===== src/rtl/core/apd_pkg.sv =====
`timescale 1ns / 1ps

package apd_pkg;

  // Default limits of the line store and the row counter.
  localparam int DEF_MAX_WIDTH  = 1024;
  localparam int DEF_MAX_HEIGHT = 1024;

  // Width of the size registers on the configuration port.
  localparam int CFG_W = 11;

  // Pixel width of the plane.
  localparam int PIX_W = 8;

  // Depth of the result queue in front of the output port.
  localparam int OUT_FIFO_DEPTH = 4;

  // Configuration register indexes.
  localparam logic REG_IMAGE_WIDTH  = 1'b0;
  localparam logic REG_IMAGE_HEIGHT = 1'b1;

  // One decoded pixel with its position flags.
  typedef struct packed {
    logic [PIX_W-1:0] alpha_value;
    logic             row_end;
    logic             image_end;
  } apd_result_t;

endpackage


===== src/rtl/core/apd_out_fifo.sv =====
`timescale 1ns / 1ps

module apd_out_fifo #(
  parameter int DEPTH = apd_pkg::OUT_FIFO_DEPTH
) (
  input  logic                       clk_i,
  input  logic                       rst_ni,
  input  logic                       push_i,
  input  apd_pkg::apd_result_t       push_data_i,
  input  logic                       pop_i,
  output logic                       valid_o,
  output apd_pkg::apd_result_t       data_o,
  output logic [$clog2(DEPTH+1)-1:0] count_o
);

  import apd_pkg::*;

  localparam int PW = (DEPTH > 1) ? $clog2(DEPTH) : 1;
  localparam int CW = $clog2(DEPTH + 1);

  apd_result_t   entry_q [DEPTH];
  logic [PW-1:0] wr_ptr_q, wr_ptr_d;
  logic [PW-1:0] rd_ptr_q, rd_ptr_d;
  logic [CW-1:0] count_q, count_d;
  logic          do_pop;

  assign do_pop  = pop_i && (count_q != '0);
  assign valid_o = (count_q != '0);
  assign data_o  = entry_q[rd_ptr_q];
  assign count_o = count_q;

  always_comb begin
    wr_ptr_d = wr_ptr_q;
    rd_ptr_d = rd_ptr_q;
    count_d  = count_q;
    if (push_i) begin
      wr_ptr_d = (wr_ptr_q == PW'(DEPTH - 1)) ? '0 : wr_ptr_q + 1'b1;
    end
    if (do_pop) begin
      rd_ptr_d = (rd_ptr_q == PW'(DEPTH - 1)) ? '0 : rd_ptr_q + 1'b1;
    end
    if (push_i && !do_pop) begin
      count_d = count_q + 1'b1;
    end else if (!push_i && do_pop) begin
      count_d = count_q - 1'b1;
    end
  end

  always_ff @(posedge clk_i or negedge rst_ni) begin
    if (!rst_ni) begin
      wr_ptr_q <= '0;
      rd_ptr_q <= '0;
      count_q  <= '0;
    end else begin
      wr_ptr_q <= wr_ptr_d;
      rd_ptr_q <= rd_ptr_d;
      count_q  <= count_d;
    end
  end

  always_ff @(posedge clk_i) begin
    if (push_i) begin
      entry_q[wr_ptr_q] <= push_data_i;
    end
  end

endmodule

===== config.mk =====
export PLATFORM = sky130hd
export DESIGN_NAME = apd_out_fifo
export DESIGN_NICKNAME = d
export VERILOG_FILES = /design/src/rtl/core/apd_pkg.sv /design/src/rtl/core/apd_out_fifo.sv
export SDC_FILE = /design/constraint.sdc
export NUM_CORES = 1
export LEC_CHECK = 0
export BUFFER_PORTS_ARGS = -buffer_cell sky130_fd_sc_hd__buf_2
export CAP_MARGIN = 10
export CORE_ASPECT_RATIO = 0.6
export CORE_MARGIN = 1.5
export CORE_UTILIZATION = 55
export DETAILED_ROUTE_END_ITERATION = 10
export PLACE_DENSITY = 0.77
export RECOVER_POWER = 25
export SETUP_SLACK_MARGIN = 0.4
export SYNTH_ARGS = -nofsm -noshare
export SYNTH_HDL_FRONTEND = slang
export SYNTH_SLANG_ARGS = --single-unit
export TNS_END_PERCENT = 30

===== constraint.sdc =====
create_clock -name clk_i -period 2.4 [get_ports clk_i]
set_clock_uncertainty 0.05 [all_clocks]
set_input_delay 0.36 -clock clk_i [delete_from_list [all_inputs] [get_ports clk_i]]
set_output_delay 0.36 -clock clk_i [all_outputs]
set_load 0.1 [all_outputs]

# Word level (Yosys, flattened, before mapping)
# Memory sizes are Yosys's and may differ from the RTL's.
# Cells that the tools add are included.
# word_totals
mem_count	1
elab_cells	23
in_bits	14
out_inout_bits	14
regBits	7
ramBits	40
# classes
reduce_logical	7
n_mux	6
eq_ne	2
add_sub_neg	4
# mem_list
name	depth	word_bits	read_ports	rd_ports_with_merged_regs	wr	line	source
entry_q	4	10	1	0	1	apd_out_fifo.sv:21	apd_result_t entry_q [DEPTH];
# op_table
operator	count
3-bit two-way mux	2
2-bit by 1-bit adder with 2-bit output, second input constant	2
2-bit equality test, second input constant	2
2-bit two-way mux	2
3-bit by 1-bit adder with 3-bit output, second input constant	1
1-bit logical AND	3
3-bit nonzero test	1
3-bit by 1-bit subtractor with 3-bit output, second input constant	1
1-bit zero test	2
1-bit two-way mux	2
2-bit nonzero test	1

# Depth between registers and ports, before layout
# logic_depth
word_depth	5
mapped_depth	8
ltp_nobuf	8

# Worst setup path before layout
# No wires, ideal clock.
# synth_timing
kind	reg-to-reg
start	register count_q[0] (netlist: count_o[0])
end	register count_q[2] (netlist: count_o[2])
synth_period_minus_slack_ns	2.742
slack_ns	-0.342
arrival_time_ns	2.530
path_buffers	0
required_time_ns	2.188
setup_ns	0.162
path_stages_with_launch	9
path_cell_list	dfrtp_1 or3_4 nand2_4 ha_1 inv_1 fa_1 xor2_1 nor2_1 xor2_1
# synth_between
elab_chain_len	5
elab_cells_between_ends	10
cone_classes	add/sub: 2; mux: 2; reduce/logical: 6
# synth_rtl
element	line	source
from (decl)	apd_out_fifo.sv:24	logic [CW-1:0] count_q, count_d;
from (signal assigned)	apd_out_fifo.sv:57	count_q <= count_d;
3-bit nonzero test (*)	-	
named net valid_o	apd_out_fifo.sv:11	output logic valid_o,
1-bit logical AND (*)	apd_out_fifo.sv:27	assign do_pop = pop_i && (count_q != '0);
1-bit zero test	apd_out_fifo.sv:42	if (push_i && !do_pop) begin
1-bit logical AND	apd_out_fifo.sv:42	
3-bit two-way mux / 2-bit nonzero test (equally long branches)	-	
# Mark *: on every way through the listed nets, which the timed path passes. The rest lies on a longest branch. The select of a mux whose other input is x is not followed.
# A chain may end at the register's enable or synchronous reset.

==> out/results.tsv <==
stage	metric	value	unit
sta	post-route-period-util	84.2	%
logic_synthesis	synthDistinctLibCells	18	
clocking	clock_latency	290	ps
sta	rsz0062_at_grt	yes	
critical_path	rr_worst_depth	8	
route	viasPerCell	5.14	
sta	max_freq	495	MHz
critical_path	rrSetupSlack	380	ps
floorplan	fp.dieH	48.1	um
clocking	cts_tree	yes	
cells_and_area	antenna_cells	0	
route	routed_wl	2960	um
floorplan	io_pins	28	
global_route	grt_max_degree	14	
sta	min_period	2020	ps
clocking	cts_root_buf	clkbuf_8	
sta	worstMarginPinSlew	532	ps
placed_design	place_congestion	0.687	
route	wirelength_met1	1320	um
cells_and_area	fill_cells	222	
route	vias	890	
critical_path	r2r_end	count_o[2]	
sta	slew_viol_final	0	
critical_path	critPathLaunchType	flip-flop	
global_route	gr-total-overflow	0	
route	top_layer_used	met4	
logic_synthesis	synthesis.nets	109	
clocking	clockBufferDepth	2	
sta	finalHoldViolCount	0	
cells_and_area	final_common_cell	edfxtp_1	
floorplan	die_x	78.2	um
critical_path	r2r-start	count_o[2]	
global_route	grt_pass1_wl	4460	um
logic_synthesis	syn_area	1870	sq um
cells_and_area	final_layout_size_suffix_gt1_share	40.6	%
placed_design	portBuffers	27	
critical_path	worstPathArrival	1610	ps
sta	setup-tns-final	0	ps
min_path	hp-class	primary input to flip-flop	
clocking	cts_inserted_buffers	5	
critical_path	path_max_fanout	4	
floorplan	num_rows	16	
clocking	cts_num_sinks	47	
route	drt_iter0_drc	35	
sta	setup_violations	0	
critical_path	cp.required	1990	ps
route	drtAntennaViolNets	0	
min_path	hold_start	push_data_i[1]	
global_route	grt_antenna_before_repair	0	
flow_run	drv_cap	0	
cells_and_area	multi_input_area	479	sq um
clocking	h-tree-depth	2	
route	met2_length	1530	um
floorplan	die_area	3770	sq um
global_route	track_usage	17.1	%
route	wl_met3	99	um
critical_path	end_kind	output port	
cells_and_area	fin_nets	148	
logic_synthesis	yosysWarningCount	0	
placed_design	hpwlAfterDp	2020	um
floorplan	initial_utilization	57.6	%
floorplan	fp.coreArea	3240	sq um
critical_path	crit_type	flip-flop to output port	
clocking	clkSlewWorstSetupHoldPaths	80	ps
sta	slew_headroom	64.5	%
route	dr.pass1.iters	3	
route	wl_per_cell	17.1	um
cells_and_area	regArea	1390	sq um
logic_synthesis	synthCells	88	
logic_synthesis	ys_seq_area_share	73.7	%
min_path	holdPathEnd	entry_q[1][1]	
min_path	hold_depth	1	
cells_and_area	syn_to_final_growth	19.6	%
global_route	grt_pass1_vias	921	
route	drc	0	
outcome	outcome	finished, final reports clean	
logic_synthesis	synth-seq-cells	47	
cells_and_area	final_cell_mix	40 x edfxtp_1, 13 x buf_2, 10 x mux4_2, 9 x clkbuf_1, 7 x buf_6	
logic_synthesis	avgSynthCellArea	21.2	sq um
## critical path, cell delays in order, from the launching register on
cell	delay, ps
dfrtp_1	360
buf_4	160
mux4_2	490
buf_2	300
## Yosys cell counts
cell type,n,area (sq um)
xnor2_1,1,8.76
or3_4,1,11.3
nor2_1,3,11.3
fa_1,1,20.0
dfrtp_1,7,175
inv_1,3,11.3
and2_1,4,25.0
mux4_2,10,225
buf_2,1,5.00
xor2_1,2,17.5
o21ai_0,2,10.0
edfxtp_1,40,1200
mux2_4,2,30.0
nand2_1,2,7.51
ha_1,6,75.1
buf_6,1,11.3
mux2_2,1,11.3
nand2_4,1,11.3
## state kept, by name, indices dropped and copies added, names as in the netlist
signal / cells
wr_ptr_q: 2
rd_ptr_q: 2
count_o: 3
entry_q: 40
## what timing repair did
action / CTS / global route
gates resized for setup: 13 / 2
hold buffers: 1 / 0
endpoints found under the hold margin: 7 / 0
endpoints found under the setup margin: 11 / 12
pin swaps: 3 / 6
setup buffers: 2 / 2
## metal layers
metal  track usage, %  up-vias
li1                 -      420
met1             22.0      452
met2             29.4       16
met3             5.05        2
met4             6.43        0
met5                0        -
## cell families after synthesis
kind of cell    after synthesis  synth area share, %
flops                        47                 73.7
mux                          13                 14.3
simple gates                 11                 3.55
fa+ha+maj                     7                 5.09
buf+inv                       5                 1.47
xor+xnor                      3                 1.41
compound gates                2                0.536
## cell type report
cell class                      count  share of cell area (%)
Clock buffer                        6                    3.25
Inverter                            3                   0.504
Timing Repair Buffer               34                    9.91
Clock inverter                      2                   0.336
Multi-Input combinational cell     36                    21.4
Sequential cell                    47                    62.0
Tap cell                           45                    2.52
## through the flow
step	cells	worst slack [ps]	cell area, sq um	hold WS (ps)	utilization, %
floorplan	88	18.6	1890	14.4	-
global placement	160	389	2080	156	64.2
detailed placement	160	359	2080	153	64.2
CTS	171	381	2230	227	68.6
global route	173	302	2230	249	68.9
finish	173	380	2230	261	68.9
## how the worst max path moves through the flow
stage / slack [ps] / from / cells after the start / to
floorplan: 20 / count_o[2] / 8 / count_o[2]
global placement: 390 / count_o[2] / 8 / count_o[2]
detailed placement: 360 / count_o[2] / 8 / count_o[2]
CTS: 380 / rd_ptr_q[0] / 3 / data_o[6]
global route: 300 / count_o[2] / 8 / count_o[2]
finish: 380 / rd_ptr_q[0] / 3 / data_o[6]
Power is left out: the tool's default activity adds up to more than one toggle a clock period on the data nets, which glitch-free logic cannot reach.
